--- src/pmer_pkg.sv ---
// Package for the partition mode-entry register block.
// Holds beat structs, command codes, register map constants and queue sizing.
// No dependencies.
package pmer_pkg;

    // Partition index width that the 12-bit offset can reach.
    localparam int unsigned PIDX_W = 3;

    localparam logic [15:0] KEY_VALUE    = 16'h5AF0;
    localparam logic [15:0] KEY_INVERTED = 16'hA50F;

    localparam logic [11:0] PART_BASE = 12'h100;
    localparam logic [8:0]  OFF_CONF  = 9'h000;
    localparam logic [8:0]  OFF_PEND  = 9'h004;
    localparam logic [8:0]  OFF_STAT  = 9'h008;
    localparam logic [8:0]  OFF_BSTAT = 9'h010;
    localparam logic [8:0]  OFF_BEN   = 9'h030;

    localparam logic [2:0] BIT_MASK   = 3'b101;
    localparam logic [2:0] CFG_RST_P0 = 3'b001;
    localparam logic [2:0] CFG_RST_PN = 3'b100;

    localparam int unsigned QDEPTH = 2;

    typedef struct packed {
        logic        opcode;
        logic [11:0] byte_offset;
        logic [31:0] write_value;
    } in_beat_t;

    typedef struct packed {
        logic [31:0] read_value;
        logic        changes_applied;
    } out_beat_t;

    typedef enum logic [3:0] {
        CMD_NONE,
        CMD_KEY_ARM,
        CMD_KEY_INV,
        CMD_KEY_OTHER,
        CMD_CONF,
        CMD_PEND,
        CMD_STAT,
        CMD_BSTAT,
        CMD_BEN
    } cmd_kind_t;

    typedef struct packed {
        logic              wr;
        cmd_kind_t         kind;
        logic [PIDX_W-1:0] part;
        logic [31:0]       wdata;
    } cmd_t;

    typedef struct packed {
        logic full;
        logic empty;
    } q_stat_t;

endpackage

--- src/pmer_front.sv ---
// Front end: accepts input beats and classifies each into a command.
// Depends on pmer_pkg.
module pmer_front #(
    parameter int unsigned PARTITIONS = 4
) (
    input  logic              s_valid,
    output logic              s_ready,
    input  pmer_pkg::in_beat_t s_data,
    input  pmer_pkg::q_stat_t q_stat,
    output logic              q_push,
    output pmer_pkg::cmd_t    q_cmd
);
    import pmer_pkg::*;

    localparam logic [PIDX_W:0] PART_LIM = (PIDX_W + 1)'(PARTITIONS);

    logic [11:0]       word_off;
    logic [11:0]       rel;
    logic [PIDX_W-1:0] pidx;
    logic              mapped;

    assign s_ready  = !q_stat.full;
    assign q_push   = s_valid && !q_stat.full;
    assign word_off = {s_data.byte_offset[11:2], 2'b00};
    assign rel      = word_off - PART_BASE;
    assign pidx     = rel[11:9];
    assign mapped   = (word_off >= PART_BASE) && ({1'b0, pidx} < PART_LIM);

    always_comb begin
        q_cmd.wr    = s_data.opcode;
        q_cmd.part  = pidx;
        q_cmd.wdata = s_data.write_value;
        q_cmd.kind  = CMD_NONE;
        if (word_off == 12'h000) begin
            if (s_data.opcode) begin
                if (s_data.write_value[15:0] == KEY_VALUE) begin
                    q_cmd.kind = CMD_KEY_ARM;
                end else if (s_data.write_value[15:0] == KEY_INVERTED) begin
                    q_cmd.kind = CMD_KEY_INV;
                end else begin
                    q_cmd.kind = CMD_KEY_OTHER;
                end
            end
        end else if (mapped) begin
            case (rel[8:0])
                OFF_CONF:  q_cmd.kind = CMD_CONF;
                OFF_PEND:  q_cmd.kind = CMD_PEND;
                OFF_STAT:  q_cmd.kind = CMD_STAT;
                OFF_BSTAT: q_cmd.kind = CMD_BSTAT;
                OFF_BEN:   q_cmd.kind = CMD_BEN;
                default:   q_cmd.kind = CMD_NONE;
            endcase
        end
    end

endmodule

--- src/pmer_fifo.sv ---
// Short command queue between front and back ends.
// Depends on pmer_pkg (cmd_t, q_stat_t, QDEPTH).
module pmer_fifo (
    input  logic              aclk,
    input  logic              aresetn,
    input  logic              push,
    input  pmer_pkg::cmd_t    push_cmd,
    input  logic              pop,
    output pmer_pkg::cmd_t    pop_cmd,
    output pmer_pkg::q_stat_t q_stat
);
    import pmer_pkg::*;

    localparam int unsigned AW = (QDEPTH > 1) ? $clog2(QDEPTH) : 1;
    localparam int unsigned CW = $clog2(QDEPTH + 1);

    cmd_t          mem_reg [QDEPTH];
    logic [AW-1:0] wr_ptr_reg, wr_ptr_next;
    logic [AW-1:0] rd_ptr_reg, rd_ptr_next;
    logic [CW-1:0] count_reg, count_next;

    assign pop_cmd      = mem_reg[rd_ptr_reg];
    assign q_stat.full  = (count_reg == CW'(QDEPTH));
    assign q_stat.empty = (count_reg == '0);

    always_comb begin
        wr_ptr_next = wr_ptr_reg;
        rd_ptr_next = rd_ptr_reg;
        count_next  = count_reg;
        if (push) begin
            wr_ptr_next = (wr_ptr_reg == AW'(QDEPTH - 1)) ? '0 : wr_ptr_reg + 1'b1;
        end
        if (pop) begin
            rd_ptr_next = (rd_ptr_reg == AW'(QDEPTH - 1)) ? '0 : rd_ptr_reg + 1'b1;
        end
        if (push && !pop) begin
            count_next = count_reg + 1'b1;
        end else if (pop && !push) begin
            count_next = count_reg - 1'b1;
        end
    end

    always_ff @(posedge aclk) begin
        if (!aresetn) begin
            wr_ptr_reg <= '0;
            rd_ptr_reg <= '0;
            count_reg  <= '0;
        end else begin
            wr_ptr_reg <= wr_ptr_next;
            rd_ptr_reg <= rd_ptr_next;
            count_reg  <= count_next;
        end
    end

    always_ff @(posedge aclk) begin
        if (push) begin
            mem_reg[wr_ptr_reg] <= push_cmd;
        end
    end

endmodule

--- src/pmer_back.sv ---
// Back end: holds the partition register state, executes queued commands
// and registers the result beat. Depends on pmer_pkg.
module pmer_back #(
    parameter int unsigned PARTITIONS = 4
) (
    input  logic                aclk,
    input  logic                aresetn,
    input  pmer_pkg::q_stat_t   q_stat,
    input  pmer_pkg::cmd_t      q_cmd,
    output logic                q_pop,
    output logic                m_valid,
    input  logic                m_ready,
    output pmer_pkg::out_beat_t m_data
);
    import pmer_pkg::*;

    localparam int unsigned PW = (PARTITIONS > 1) ? $clog2(PARTITIONS) : 1;

    logic [2:0]  cfg_reg  [PARTITIONS];
    logic [2:0]  cfg_next [PARTITIONS];
    logic [2:0]  pend_reg [PARTITIONS];
    logic [2:0]  pend_next[PARTITIONS];
    logic [2:0]  stat_reg [PARTITIONS];
    logic [2:0]  stat_next[PARTITIONS];
    logic [31:0] ben_reg  [PARTITIONS];
    logic [31:0] ben_next [PARTITIONS];
    logic [31:0] bst_reg  [PARTITIONS];
    logic [31:0] bst_next [PARTITIONS];
    logic        armed_reg, armed_next;
    logic        out_valid_reg, out_valid_next;
    out_beat_t   out_data_reg, out_data_next;

    logic          fire;
    logic [PW-1:0] pidx;
    logic [31:0]   rd;
    logic          applied;
    logic          pend_any;

    assign fire    = !q_stat.empty && (!out_valid_reg || m_ready);
    assign q_pop   = fire;
    assign pidx    = q_cmd.part[PW-1:0];
    assign m_valid = out_valid_reg;
    assign m_data  = out_data_reg;

    always_comb begin
        logic [2:0] ap_mask;
        logic [2:0] ap_stat;
        ap_mask    = '0;
        ap_stat    = '0;
        cfg_next   = cfg_reg;
        pend_next  = pend_reg;
        stat_next  = stat_reg;
        ben_next   = ben_reg;
        bst_next   = bst_reg;
        armed_next = armed_reg;
        rd         = '0;
        applied    = 1'b0;
        if (fire) begin
            case (q_cmd.kind)
                CMD_KEY_ARM: begin
                    armed_next = 1'b1;
                end
                CMD_KEY_INV: begin
                    if (armed_reg) begin
                        for (int p = 0; p < PARTITIONS; p++) begin
                            ap_mask      = pend_reg[p] & BIT_MASK;
                            ap_stat      = ((stat_reg[p] & ~ap_mask) | (cfg_reg[p] & ap_mask))
                                           & BIT_MASK;
                            stat_next[p] = ap_stat;
                            bst_next[p]  = ap_stat[0] ? ben_reg[p] : '0;
                            pend_next[p] = '0;
                        end
                        armed_next = 1'b0;
                        applied    = 1'b1;
                    end
                end
                CMD_KEY_OTHER: begin
                    armed_next = 1'b0;
                end
                CMD_CONF: begin
                    if (q_cmd.wr) begin
                        cfg_next[pidx] = q_cmd.wdata[2:0] & BIT_MASK;
                    end else begin
                        rd = {29'b0, cfg_reg[pidx]};
                    end
                end
                CMD_PEND: begin
                    if (q_cmd.wr) begin
                        pend_next[pidx] = q_cmd.wdata[2:0] & BIT_MASK;
                    end else begin
                        rd = {29'b0, pend_reg[pidx]};
                    end
                end
                CMD_STAT: begin
                    if (!q_cmd.wr) begin
                        rd = {29'b0, stat_reg[pidx]};
                    end
                end
                CMD_BSTAT: begin
                    if (!q_cmd.wr) begin
                        rd = bst_reg[pidx];
                    end
                end
                CMD_BEN: begin
                    if (q_cmd.wr) begin
                        ben_next[pidx] = q_cmd.wdata;
                    end else begin
                        rd = ben_reg[pidx];
                    end
                end
                default: begin
                    rd = '0;
                end
            endcase
        end
    end

    always_comb begin
        out_valid_next = out_valid_reg;
        out_data_next  = out_data_reg;
        if (fire) begin
            out_valid_next                = 1'b1;
            out_data_next.read_value      = rd;
            out_data_next.changes_applied = applied;
        end else if (m_ready) begin
            out_valid_next = 1'b0;
        end
    end

    always_comb begin
        pend_any = 1'b0;
        for (int p = 0; p < PARTITIONS; p++) begin
            pend_any = pend_any | (|pend_reg[p]);
        end
    end

    always_ff @(posedge aclk) begin
        if (!aresetn) begin
            for (int p = 0; p < PARTITIONS; p++) begin
                cfg_reg[p]  <= (p == 0) ? CFG_RST_P0 : CFG_RST_PN;
                stat_reg[p] <= (p == 0) ? CFG_RST_P0 : CFG_RST_PN;
                pend_reg[p] <= '0;
                ben_reg[p]  <= '0;
                bst_reg[p]  <= '0;
            end
            armed_reg     <= 1'b0;
            out_valid_reg <= 1'b0;
        end else begin
            cfg_reg       <= cfg_next;
            stat_reg      <= stat_next;
            pend_reg      <= pend_next;
            ben_reg       <= ben_next;
            bst_reg       <= bst_next;
            armed_reg     <= armed_next;
            out_valid_reg <= out_valid_next;
        end
    end

    always_ff @(posedge aclk) begin
        out_data_reg <= out_data_next;
    end

    a_apply_clears_pending: assert property (@(posedge aclk) disable iff (!aresetn)
        (fire && q_cmd.kind == CMD_KEY_INV && armed_reg) |=> !pend_any)
        else $error("pending bits survive a completed key sequence");

    a_apply_disarms: assert property (@(posedge aclk) disable iff (!aresetn)
        (fire && q_cmd.kind == CMD_KEY_INV && armed_reg)
        |=> (!armed_reg && out_valid_reg && out_data_reg.changes_applied))
        else $error("key sequence completion not reflected in state or result");

    a_applied_needs_arm: assert property (@(posedge aclk) disable iff (!aresetn)
        (fire && applied) |-> (armed_reg && q_cmd.kind == CMD_KEY_INV))
        else $error("updates applied without an armed key");

endmodule

--- src/partition_mode_entry_regs_unit.sv ---
// Top level of the partition mode-entry register block.
// Depends on pmer_pkg, pmer_front, pmer_fifo and pmer_back.
//
// Register block for a partition mode-entry controller. Each input beat is
// one bus access (read or write at a word-aligned byte offset); each one
// returns exactly one result beat carrying read data, or zero on writes and
// unmapped offsets, plus a flag set on the write that completes the
// control-key sequence (key 0x5AF0, then 0xA50F at offset 0). Completing the
// sequence applies all pending partition updates together. One access is
// accepted per clock while the command queue is not full; each access is
// classified into a two-entry command queue, then executed into the output
// register by the execute stage, which updates all partitions in parallel;
// with m_ready held low the queue and output register absorb three beats
// before s_ready drops.
module partition_mode_entry_regs_unit #(
    parameter int unsigned PARTITIONS = 4
) (
    input  logic                aclk,
    input  logic                aresetn,
    input  logic                s_valid,
    output logic                s_ready,
    input  pmer_pkg::in_beat_t  s_data,
    output logic                m_valid,
    input  logic                m_ready,
    output pmer_pkg::out_beat_t m_data
);
    import pmer_pkg::*;

    // front -> queue
    logic    push;
    cmd_t    push_cmd;
    // queue -> back
    logic    pop;
    cmd_t    pop_cmd;
    q_stat_t q_stat;

    pmer_front #(
        .PARTITIONS(PARTITIONS)
    ) u_front (
        .s_valid (s_valid),
        .s_ready (s_ready),
        .s_data  (s_data),
        .q_stat  (q_stat),
        .q_push  (push),
        .q_cmd   (push_cmd)
    );

    pmer_fifo u_fifo (
        .aclk     (aclk),
        .aresetn  (aresetn),
        .push     (push),
        .push_cmd (push_cmd),
        .pop      (pop),
        .pop_cmd  (pop_cmd),
        .q_stat   (q_stat)
    );

    // Back end owns all register state and the result beat register.
    pmer_back #(
        .PARTITIONS(PARTITIONS)
    ) u_back (
        .aclk    (aclk),
        .aresetn (aresetn),
        .q_stat  (q_stat),
        .q_cmd   (pop_cmd),
        .q_pop   (pop),
        .m_valid (m_valid),
        .m_ready (m_ready),
        .m_data  (m_data)
    );

endmodule
--- config.mk ---
export PLATFORM = sky130hd
export DESIGN_NAME = partition_mode_entry_regs_unit
export DESIGN_NICKNAME = d
export VERILOG_FILES = /design/src/pmer_pkg.sv /design/src/pmer_front.sv /design/src/pmer_fifo.sv /design/src/pmer_back.sv /design/src/partition_mode_entry_regs_unit.sv
export SDC_FILE = /design/constraint.sdc
export NUM_CORES = 1
export LEC_CHECK = 0
export ABC_AREA = 0
export BUFFER_PORTS_ARGS = -buffer_cell sky130_fd_sc_hd__clkbuf_2
export CORE_UTILIZATION = 60
export CTS_BUF_LIST = sky130_fd_sc_hd__clkbuf_4
export DETAILED_ROUTE_END_ITERATION = 16
export GPL_ROUTABILITY_DRIVEN = 0
export PLACE_DENSITY = 0.78
export SLEW_MARGIN = 15
export SYNTH_ARGS = -nofsm -noshare
export SYNTH_HDL_FRONTEND = slang
export SYNTH_SLANG_ARGS = --single-unit
--- constraint.sdc ---
create_clock -name aclk -period 3.8 [get_ports aclk]
set_input_delay 0.19 -clock aclk [delete_from_list [all_inputs] [get_ports aclk]]
set_output_delay 0.19 -clock aclk [all_outputs]
set_load 0.02 [all_outputs]
# After elaboration in Yosys (flattened, before gate mapping)
# Memories as Yosys holds them, arrays and structs flattened. A register that Yosys moved wholly into a read port is not among the register bits.
# Index checks and enable logic that the tools add are counted.
# op_classes
mux	53
addsub	5
eq_ne	17
n_reduce_logical	25
bitwise_logic	17
magnitude_cmp	4
# op_table
op	n
$mux W32	11
$pmux W32 S5	1
$bmux W32 S2	2
$bwmux W128	1
$demux W32 S2	1
$mux W3	10
$and A3 B3 Y3	8
$bwmux W12	2
$mux W12	2
$pmux W12 S2	1
$pmux W4 S5	1
$bmux W3 S2	3
$eq A16 B15 Y1 const B	1
$eq A16 B16 Y1 const B	1
$eq A4 B3 Y1 const B	4
$mux W4	4
$ge A12 B9 Y1 const B	1
$logic_not A12 Y1	1
$not A3 Y3	4
$or A3 B3 Y3	4
$sub A12 B9 Y12 const B	1
$mux W1	10
$eq A9 B3 Y1 const B	1
$eq A9 B4 Y1 const B	1
27 further kinds	45
# totals
n_memories	1
ram_bits	80
regBits	327
# mem_list
memory	depth	width	read_ports	rd_ports_with_merged_regs	wr	line	text
u_fifo.mem_reg	2	40	1	1	1	pmer_fifo.sv:17	cmd_t mem_reg [QDEPTH];

# Depth between registers and ports, before layout
# Gate-level depths: netlist (run 1).
# depth
depth_word	8
ltp_mapped	9
depth_no_buf	7

# Modules after synthesis
# Synthesis (run 1) repeated with hierarchy kept, for this count alone.
# unflattened
hier_cells	1720
area_unflattened_um2	17350.4
# modules_own_cells
module	n_inst	seq_area_each_um2	cells_each	area_per_inst_um2
pmer_back	1	6636.4	1496	13680.6
pmer_fifo	1	2502.4	146	3091.7
pmer_front	1	0.0	78	578.1

# Least setup slack after synthesis (run 1)
# OpenSTA, ideal clock, no wires.
# synth_timing
kind	reg-to-reg
start	register u_fifo.count_reg[0]
end	memory u_fifo.mem_reg[0][0] (netlist bit), enable pin
path_stages_with_launch	4
arrival_ns	2.448
setup_slack_ns	0.915
synth_period_minus_slack_ns	2.885
path_buffers	0
cell_sequence	dfxtp_1 -> nand2b_1 -> nand2_1 -> nor2_1
# synth_via
elab_chain_cells	5
# synth_rtl
item	line	text
start, declared	pmer_fifo.sv:20	logic [CW-1:0] count_reg, count_next;
start signal, assigned	pmer_fifo.sv:51	count_reg <= count_next;
$eq A2 B2 Y1	pmer_fifo.sv:23	assign q_stat.full = (count_reg == CW'(QDEPTH));
$logic_not A1 Y1	n/a	
via s_ready	partition_mode_entry_regs_unit.sv:21	output logic s_ready,
$logic_and A1 B1 Y1	pmer_front.sv:23	assign q_push = s_valid && !q_stat.full;
$mux W1	pmer_fifo.sv:56	if (push) begin
$mux W1 (implied by the code)	pmer_fifo.sv:57	mem_reg[wr_ptr_reg] <= push_cmd;
end, declared	pmer_fifo.sv:17	
# The timed path passes the listed nets, and every way through them passes these cells.

==> results of run 1 <==
Yosys cell counts, types with 9 or more instances:
library cell / instances
nand2_1: 144
edfxtp_1: 111
buf_6: 21
mux2i_1: 42
nand3_1: 9
nor2_1: 42
nor2b_1: 132
o211a_1: 132
nor3_1: 10
inv_1: 13
buf_2: 38
mux4_2: 68
a22oi_1: 161
dfxtp_1: 287
o22ai_1: 10
clkbuf_1: 52
power by group through the flow:
| stage | sequential, mW | combinational, mW | clock, mW |
|---|---|---|---|
| after floorplan | 5.07 | 1.40 | 0 |
| after global placement | 4.96 | 2.24 | 0 |
| after detailed placement | 4.97 | 2.27 | 0 |
| after CTS | 4.88 | 2.31 | 3.63 |
| after global routing | 4.91 | 2.44 | 3.88 |
| final | 4.88 | 2.31 | 3.57 |
worst paths after layout:
kind / end / slack (ns) / cells after the start
min reg2reg: u_back.stat_reg[11]$_SDFFE_PN0P_ / 0.49 / 2
max reg2reg: u_back.ben_reg[19]$_SDFFE_PN0P_ / 0.78 / 6
min: u_fifo.mem_reg[0][35]$_DFFE_PP_ / 0.08 / 4
max: u_back.ben_reg[19]$_SDFFE_PN0P_ / 0.78 / 6
logic make-up after synthesis:
logic type                 after synthesis
xor gates and xnor gates                 6
and+or+nand+nor                        383
buffers and inverters                  128
adders and majority gates                5
muxes                                  118
DFF                                    398
AOI/OAI and AO/OA                      344
metrics by stage:
stage | cell area, µm² | util (%)
global placement | 17500 | 64.1
finish | 19200 | 70.5
floorplan | 16900 | -
detailed placement | 17500 | 64.1
CTS | 19200 | 70.5
global route | 19200 | 70.5
worst max-delay path, stage by stage, from the launching register on:
cell and delay, ns:
dfxtp_2 0.71, buf_4 0.59, and3b_1 0.26, a31oi_1 0.60, nor3_4 0.11, buf_4 0.30
o211a_1 0.26
cell type report:
class                      instances  area share [%]
antenna                            2          0.0261
clock buffer                     153            5.98
clock inverter                    26           0.671
tap                              372            2.42
inverter                          13           0.254
multi-input combinational        856            37.1
sequential                       398            47.3
timing repair buffer             154            6.23
metal layers:
metal	vias up	share of wire (%)	GRT usage, %
met2	523	49	47.2
met4	0	2.3	11.5
met1	6036	41	37.4
met5	-	0	0
li1	5552	-	-
met3	81	8.1	5.74
==> impl_metrics.env, run 1 <==
export IMPL_ys_warn_count=0
export IMPL_synth_compound_area_share_pct=17.2
export IMPL_floorplan_initialDensity_pct=61.9
export IMPL_worst_setup_path_start_kind="flip-flop"
export IMPL_syn2layout_area_growth_pct=14.0
export IMPL_finalWirelength_um=40500
export IMPL_cp_data_arrival_time_ns=3.61
export IMPL_skew_ns=0.0528
export IMPL_ctsLongestPathBuffers=3
export IMPL_layout_common_cells="286 x dfxtp_1, 161 x a22oi_1, 153 x clkbuf_4"
export IMPL_ios=84
export IMPL_tns_ns=0
export IMPL_hold_violations=0
export IMPL_endpoint_kind="flip-flop"
export IMPL_synth_area_leaders="dfxtp_1 34%, edfxtp_1 20%, mux4_2 9.1%"
export IMPL_grt_max_degree=144
export IMPL_grt_pass1_wl_um=63900
export IMPL_critical_path_class="flip-flop to flip-flop"
export IMPL_p_sw_mw=3.36
export IMPL_holdCritStartpoint="s_data[39]"
export IMPL_final_common_cell="dfxtp_1"
export IMPL_p_total_mw=10.8
export IMPL_multi_input_area_um2=7140
export IMPL_final_cells=1974
export IMPL_internal_power_mw=7.40
export IMPL_clockPowerShare_pct=33.2
export IMPL_fill_cells=1927
export IMPL_cts_tree="built"
export IMPL_synth_nets=1435
export IMPL_fin_hold_ws_ns=0.0845
export IMPL_clk_pin_slew_worst_paths_ns=0.07
export IMPL_die_area_um2=28800
export IMPL_synth_flop_cell="dfxtp_1"
export IMPL_synthXorXnorAreaFrac_pct=0.312
export IMPL_yosys_area_share_simple_pct=11.9
export IMPL_drc=0
export IMPL_rsz0062_at_grt="no"
export IMPL_setup_viol=0
export IMPL_seq_power_share_pct=45.3
export IMPL_period_needed_ns=3.02
export IMPL_clock_latency_ns=0.73
export IMPL_ys_types=62
export IMPL_root_buffer="clkbuf_4"
export IMPL_dp_cells=1748
export IMPL_cts_resized=0
export IMPL_core_area_um2=27300
export IMPL_swShare_pct=31.2
export IMPL_drive_above_1_share_pct=23.3
export IMPL_post_place_ws_ns=0.859
export IMPL_nets=1575
export IMPL_muxShareOfSynthArea_pct=12.2
export IMPL_synth_edf_count=111
export IMPL_routed_via_density=6.18
export IMPL_yosysTopAreaCell="dfxtp_1"
export IMPL_max_slew_margin_rel_pct=30.3
export IMPL_die_y_um=170
export IMPL_power_leakage_nw=8.25
export IMPL_powerDensity_nw_per_um2=560
export IMPL_drtIter0Drc=1223
export IMPL_cp_max_fo=36
export IMPL_worst_pin_slew_ns=1.04
export IMPL_ff_latch_area_um2=9080
export IMPL_synth_top_cell_area_share_pct=34.1
export IMPL_dpl_hpwl_um=22900
export IMPL_avgSynthCellArea_um2=12.2
export IMPL_required_ns=4.39
export IMPL_setup_ws_ns=0.781
export IMPL_portBuffers=81
export IMPL_peakVddDrop_uv=396
export IMPL_fp_row_count=60
export IMPL_antenna_found_initial=1
export IMPL_grt_total_usage_pct=28.8
export IMPL_maxCapViolCount=0
export IMPL_synth_seq_cells=398
export IMPL_synthAdderAreaFrac_pct=0.356
export IMPL_p_comb_share_pct=21.5
export IMPL_async_reset_ff_share_pct=0
export IMPL_synth_top_family_by_area="compound AO/OA/AOI/OAI gates"
export IMPL_synthCells=1382
export IMPL_timing_final_crit_share_pct=79.5
export IMPL_netlist_area_um2=16900
export IMPL_grt_pass1_vias=12000
export IMPL_holdBufCountCts=45
export IMPL_yosysSeqAreaShare_pct=53.9
export IMPL_maxSlewViolCount=0
export IMPL_vias=12200
export IMPL_postRouteAntennaNets=0
export IMPL_holdCritPathClass="primary input to flip-flop"
export IMPL_grt_remaining_overflow=0
export IMPL_cts_sinks=398
export IMPL_drt_pass1_iterations=5
export IMPL_numCtsBuffers=99
export IMPL_drt_wirelength_per_cell_um=20.5
export IMPL_chipWidth_um=170
export IMPL_h_tree_depth=3
export IMPL_fmax_mhz=331
export IMPL_outcome="completed"
export IMPL_cts_setup_buffers=0
Power figures use the tool's default switching activity.
==> run 2: changes to the inputs <==
--- a/config.mk
+++ b/config.mk
@@ -7,7 +7,7 @@
 export LEC_CHECK = 0
 export ABC_AREA = 0
 export BUFFER_PORTS_ARGS = -buffer_cell sky130_fd_sc_hd__clkbuf_2
-export CORE_UTILIZATION = 60
+export CORE_UTILIZATION = 57
 export CTS_BUF_LIST = sky130_fd_sc_hd__clkbuf_4
 export DETAILED_ROUTE_END_ITERATION = 16
 export GPL_ROUTABILITY_DRIVEN = 0
==> constraint.sdc (replaced) <==
create_clock -name aclk -period 2.62 [get_ports aclk]
set_input_delay 0.131 -clock aclk [delete_from_list [all_inputs] [get_ports aclk]]
set_output_delay 0.131 -clock aclk [all_outputs]
set_load 0.02 [all_outputs]
==> run 2 against run 1 <==
Net effect: utilization is 2.9 points lower; global-route usage shrank 0.98 points; non-clock buffer count rose by 36; register-to-register slack worse by 0.53 ns; sequential share of layout area fell by 0.86 points; critical endpoint is now u_back.m_data[2]$_SDFFCE_PN0P_; combinational power grew 56%; clock-buffer cell count did not move; clock skew is 0.025 ns lower; die area rose by 5.2%.
==> impl_metrics.env, run 2 (synthesized netlist as in run 1, its figures left out) <==
export IMPL_vias=12300
export IMPL_required_ns=3.13
export IMPL_rr_worst_depth=5
export IMPL_chipWidth_um=174
export IMPL_max_slew_margin_rel_pct=48.9
export IMPL_powerDensity_nw_per_um2=812
export IMPL_cts_tree="built"
export IMPL_cts_sinks=398
export IMPL_die_area_um2=30300
export IMPL_maxCapViolCount=0
export IMPL_worst_pin_slew_ns=0.767
export IMPL_tns_ns=0
export IMPL_swShare_pct=30.7
export IMPL_fill_cells=2134
export IMPL_die_y_um=174
export IMPL_crit_chain="buf_4 -> nor3b_2 -> o22a_1 -> a22oi_1 -> nor2_1"
export IMPL_dpl_cell_area_um2=17800
export IMPL_cp_max_fo=10
export IMPL_skew_ns=0.0278
export IMPL_post_route_util_pct=67.6
export IMPL_wl_met1_um=16600
export IMPL_clock_latency_ns=0.72
export IMPL_drive_above_1_share_pct=24.9
export IMPL_final_cell_area_um2=19600
export IMPL_clockPowerShare_pct=32.9
export IMPL_ctsLongestPathBuffers=3
export IMPL_nets=1609
export IMPL_antenna_found_initial=2
export IMPL_cts_setup_buffers=0
export IMPL_endpoint_kind="flip-flop"
export IMPL_numCtsBuffers=97
export IMPL_drt_wirelength_per_cell_um=20.5
export IMPL_final_common_cell="dfxtp_1"
export IMPL_cpPeakStageDelay_ns=0.55
export IMPL_peakVddDrop_uv=619
export IMPL_timing_final_crit_share_pct=90.4
export IMPL_drt_pass1_iterations=6
export IMPL_core_area_um2=28900
export IMPL_maxSlewViolCount=0
export IMPL_outcome="completed"
export IMPL_fp_row_count=62
export IMPL_fmax_mhz=422
export IMPL_route_met3_wl_um=3050
export IMPL_h_tree_depth=3
export IMPL_seq_power_share_pct=44.3
export IMPL_crit_slowest_cell="o22a_1"
export IMPL_postRouteAntennaNets=0
export IMPL_setup_viol=0
export IMPL_dr_max_layer_used="met4"
export IMPL_r2r_end="u_back.m_data[2]$_SDFFCE_PN0P_"
export IMPL_ff2ff_setup_slack_ns=0.25
export IMPL_path_buf_inv=1
export IMPL_fin_hold_ws_ns=0.136
export IMPL_portBuffers=81
export IMPL_p_comb_share_pct=22.7
export IMPL_grt_pass1_vias=12400
export IMPL_critical_path_class="flip-flop to flip-flop"
export IMPL_grt_total_usage_pct=27.8
export IMPL_worst_setup_path_start_kind="flip-flop"
export IMPL_period_needed_ns=2.37
export IMPL_rsz0062_at_grt="no"
export IMPL_cts_resized=0
export IMPL_finalWirelength_um=41300
export IMPL_p_sw_mw=4.88
export IMPL_crit_family="compound AO/OA/AOI/OAI gates"
export IMPL_cp_data_arrival_time_ns=2.88
export IMPL_power_leakage_nw=8.46
export IMPL_holdCritPathClass="primary input to flip-flop"
export IMPL_dr_wl_met2_um=20600
export IMPL_internal_power_mw=11.0
export IMPL_crit_end="u_back.m_data[2]$_SDFFCE_PN0P_"
export IMPL_drc=0
export IMPL_grt_remaining_overflow=0
export IMPL_clk_pin_slew_worst_paths_ns=0.07
export IMPL_syn2layout_area_growth_pct=16.1
export IMPL_drtIter0Drc=1104
export IMPL_dpl_hpwl_um=24800
export IMPL_p_total_mw=15.9
export IMPL_ios=84
export IMPL_worst_path_stages=5
export IMPL_grt_max_degree=167
export IMPL_floorplan_initialDensity_pct=58.3
export IMPL_layout_common_cells="286 x dfxtp_1, 161 x a22oi_1, 153 x clkbuf_4"
export IMPL_routed_via_density=6.09
export IMPL_root_buffer="clkbuf_4"
export IMPL_grt_pass1_wl_um=66100
export IMPL_hold_violations=0
## run 2: metal layers
layer	track usage, %	vias up
met1	34.6	6077
met2	46.4	486
met4	11.1	0
li1	-	5629
met5	0	-
met3	6.85	100
## run 2: power groups by stage
stage          sequential [mW]  combinational (mW)  clock, mW
2_1_floorplan             7.35                2.04          0
3_3_place_gp              7.17                3.48          0
4_1_cts                   7.05                3.60       5.34
6_report                  7.05                3.61       5.24
5_1_grt                   7.08                3.83       5.71
3_5_place_dp              7.18                3.53          0
## run 2: worst min-delay path by stage
stage	slack, ns	endpoint	cells past startpoint	from
floorplan	0.23	u_fifo.mem_reg[0][0]$_DFFE_PP_	0	s_data[0]
global placement	0.32	u_fifo.mem_reg[1][23]$_DFFE_PP_	1	s_data[23]
detailed placement	0.32	u_fifo.mem_reg[0][26]$_DFFE_PP_	1	s_data[26]
CTS	0.08	u_fifo.mem_reg[0][30]$_DFFE_PP_	2	s_data[30]
global route	0.07	u_fifo.mem_reg[1][27]$_DFFE_PP_	2	s_data[27]
finish	0.14	u_fifo.mem_reg[0][30]$_DFFE_PP_	2	s_data[30]
## run 2: repair_timing
item / 4_1_cts / 5_1_grt
hold buffers: 48 / 0
endpoints found under the setup margin: 0 / 0
hold endpoints to repair: 105 / 0
## run 2: metrics by stage
stage          std cells  setup slack [ns]
2_1_floorplan       1382             0.387
3_5_place_dp        1793             0.305
6_report            2018             0.253
3_3_place_gp        1793             0.353
5_1_grt             2018             0.172
4_1_cts             2016             0.314
## run 2: final cells by class
class / count / area, µm² / area share [%]
multi-input combinational: 856 / 7140 / 36.5
inverter: 13 / 48.8 / 0.249
antenna: 2 / 5.00 / 0.0256
clock inverter: 22 / 140 / 0.716
tap: 384 / 480 / 2.46
clock buffer: 153 / 1150 / 5.87
sequential: 398 / 9080 / 46.4
timing repair buffer: 190 / 1530 / 7.79
==> run 3: changes to the inputs <==
--- a/config.mk
+++ b/config.mk
@@ -7,11 +7,11 @@
 export LEC_CHECK = 0
 export ABC_AREA = 0
 export BUFFER_PORTS_ARGS = -buffer_cell sky130_fd_sc_hd__clkbuf_2
-export CORE_UTILIZATION = 57
+export CORE_UTILIZATION = 45
 export CTS_BUF_LIST = sky130_fd_sc_hd__clkbuf_4
 export DETAILED_ROUTE_END_ITERATION = 16
 export GPL_ROUTABILITY_DRIVEN = 0
-export PLACE_DENSITY = 0.78
+export PLACE_DENSITY = 0.64
 export SLEW_MARGIN = 15
 export SYNTH_ARGS = -nofsm -noshare
 export SYNTH_HDL_FRONTEND = slang
==> run 3 against run 2 <==
Net effect: hold slack got worse by 0.059 ns; cell area increased by 0.11%; critical endpoint unchanged; critical path depth increased by 2; sequential share of layout area decreased by 0.053 points; global-route usage decreased by 6.2 points; largest cell class unchanged; combinational power decreased by 2%; total power decreased by 2.1%.
==> impl_metrics.env, run 3 (synthesized netlist as in run 1, its figures left out) <==
export IMPL_cp_max_fo=30
export IMPL_critical_path_class="flip-flop to flip-flop"
export IMPL_nets=1603
export IMPL_syn2layout_area_growth_pct=16.2
export IMPL_drt_pass1_iterations=6
export IMPL_maxSlewViolCount=0
export IMPL_die_area_um2=38200
export IMPL_ctsLongestPathBuffers=3
export IMPL_worst_setup_path_start_kind="flip-flop"
export IMPL_powerDensity_nw_per_um2=795
export IMPL_layout_common_cells="286 x dfxtp_1, 161 x a22oi_1, 148 x clkbuf_4"
export IMPL_max_slew_margin_rel_pct=52.4
export IMPL_outcome="completed"
export IMPL_clock_latency_ns=0.78
export IMPL_power_leakage_nw=8.39
export IMPL_period_needed_ns=2.33
export IMPL_fmax_mhz=429
export IMPL_final_common_cell="dfxtp_1"
export IMPL_grt_total_usage_pct=21.6
export IMPL_finalWirelength_um=40300
export IMPL_h_tree_depth=3
export IMPL_maxCapViolCount=0
export IMPL_numCtsBuffers=98
export IMPL_crit_chain="buf_4 -> nor3b_1 -> nor2_1 -> nor3_2 -> buf_12 -> a22oi_1 -> nor2_1"
export IMPL_timing_final_crit_share_pct=88.9
export IMPL_ios=84
export IMPL_crit_slowest_cell="nor3b_1"
export IMPL_chipWidth_um=196
export IMPL_skew_ns=0.0592
export IMPL_cts_sinks=398
export IMPL_grt_max_degree=155
export IMPL_cp_common_cell="nor2_1"
export IMPL_dpl_hpwl_um=24100
export IMPL_root_buffer="clkbuf_4"
export IMPL_endpoint_kind="flip-flop"
export IMPL_grt_pass1_vias=11900
export IMPL_core_area_um2=36700
export IMPL_antenna_found_initial=1
export IMPL_grt_remaining_overflow=0
export IMPL_drt_wirelength_per_cell_um=19.2
export IMPL_floorplan_initialDensity_pct=45.9
export IMPL_drive_above_1_share_pct=24.2
export IMPL_peakVddDrop_uv=471
export IMPL_drtIter0Drc=848
export IMPL_grt_pass1_wl_um=64100
export IMPL_cts_resized=0
export IMPL_required_ns=3.13
export IMPL_setup_viol=0
export IMPL_fp_row_count=70
export IMPL_cp_data_arrival_time_ns=2.84
export IMPL_portBuffers=81
export IMPL_vias=11900
export IMPL_hold_violations=0
export IMPL_holdCritPathClass="primary input to flip-flop"
export IMPL_cts_tree="built"
export IMPL_p_total_mw=15.6
export IMPL_worst_pin_slew_ns=0.694
export IMPL_clk_pin_slew_worst_paths_ns=0.07
export IMPL_postRouteAntennaNets=0
export IMPL_rsz0062_at_grt="no"
export IMPL_tns_ns=0
export IMPL_cpPeakStageDelay_ns=0.39
export IMPL_drc=0
export IMPL_die_y_um=196
export IMPL_routed_via_density=5.70
[run 3: changes by cell type in the layout (fill, tap and decap cells not counted), sizes merged]
cell | before | now
clkinv | 17 | 26
buf | 62 | 55
clkbuf | 233 | 228
bufinv | 2 | 0
diode | 2 | 1
inv | 15 | 14
[run 3: what timing repair did]
action,in CTS,in global routing
setup buffers,0,0
endpoints found under the hold margin,123,0
hold buffers,48,0
[run 3: area by class of cell]
class | instances | area [µm²]
fill | 3142 | 17100
sequential | 398 | 9080
multi-input combinational | 856 | 7140
timing repair buffer | 183 | 1510
clock buffer | 148 | 1110
tap | 468 | 586
clock inverter | 28 | 113
inverter | 13 | 48.8
antenna | 1 | 2.50
[run 3: worst max-delay path: cells and delay by family, from the launching register on]
kind                   cells  cell delay (ns)
flip-flops                 1             0.38
AO/OA/AOI/OAI              1             0.12
AND/OR/NAND/NOR            4             1.12
buffers and inverters      2             0.48
[run 3: path summary, 6_finish.rpt]
path / slack (ns) / depth (start not counted) / end / startpoint
max: 0.29 / 7 / u_back.m_data[2]$_SDFFCE_PN0P_ / flip-flop
min: 0.08 / 2 / u_fifo.mem_reg[1][29]$_DFFE_PP_ / s_data[29]
max reg2reg: 0.29 / 7 / u_back.m_data[2]$_SDFFCE_PN0P_ / flip-flop
min reg2reg: 0.50 / 2 / u_back.stat_reg[11]$_SDFFE_PN0P_ / u_back.stat_reg[11]$_SDFFE_PN0P_
[run 3: routing by layer]
metal / global-route usage (%) / up-vias / share of wire (%)
li1: - / 5641 / -
met1: 27.4 / 5878 / 44
met2: 35.5 / 355 / 48
met3: 4.70 / 66 / 6.0
met4: 9.01 / 0 / 2.6
met5: 0 / - / 0
[run 3: metrics by stage]
step                      worst slack, ns  instances  hold slack (ns)  cell area, µm²  utilization (%)
after global routing                0.102       2095           0.0632           19600             53.4
after CTS                           0.273       2094           0.0266           19600             53.4
after floorplan                     0.387       1382            0.230           16900                -
after global placement              0.315       1870            0.320           17900             48.7
final                               0.291       2095           0.0766           19600             53.4
after detailed placement            0.292       1870            0.323           17900             48.7
[run 3: where the power goes]
| group | total, mW | switching [mW] | internal (mW) | leakage [nW] |
|---|---|---|---|---|
| registers | 7.02 | 0.181 | 6.84 | 3.37 |
| logic | 3.55 | 2.23 | 1.32 | 4.29 |
| clock network | 5.00 | 2.42 | 2.57 | 0.733 |
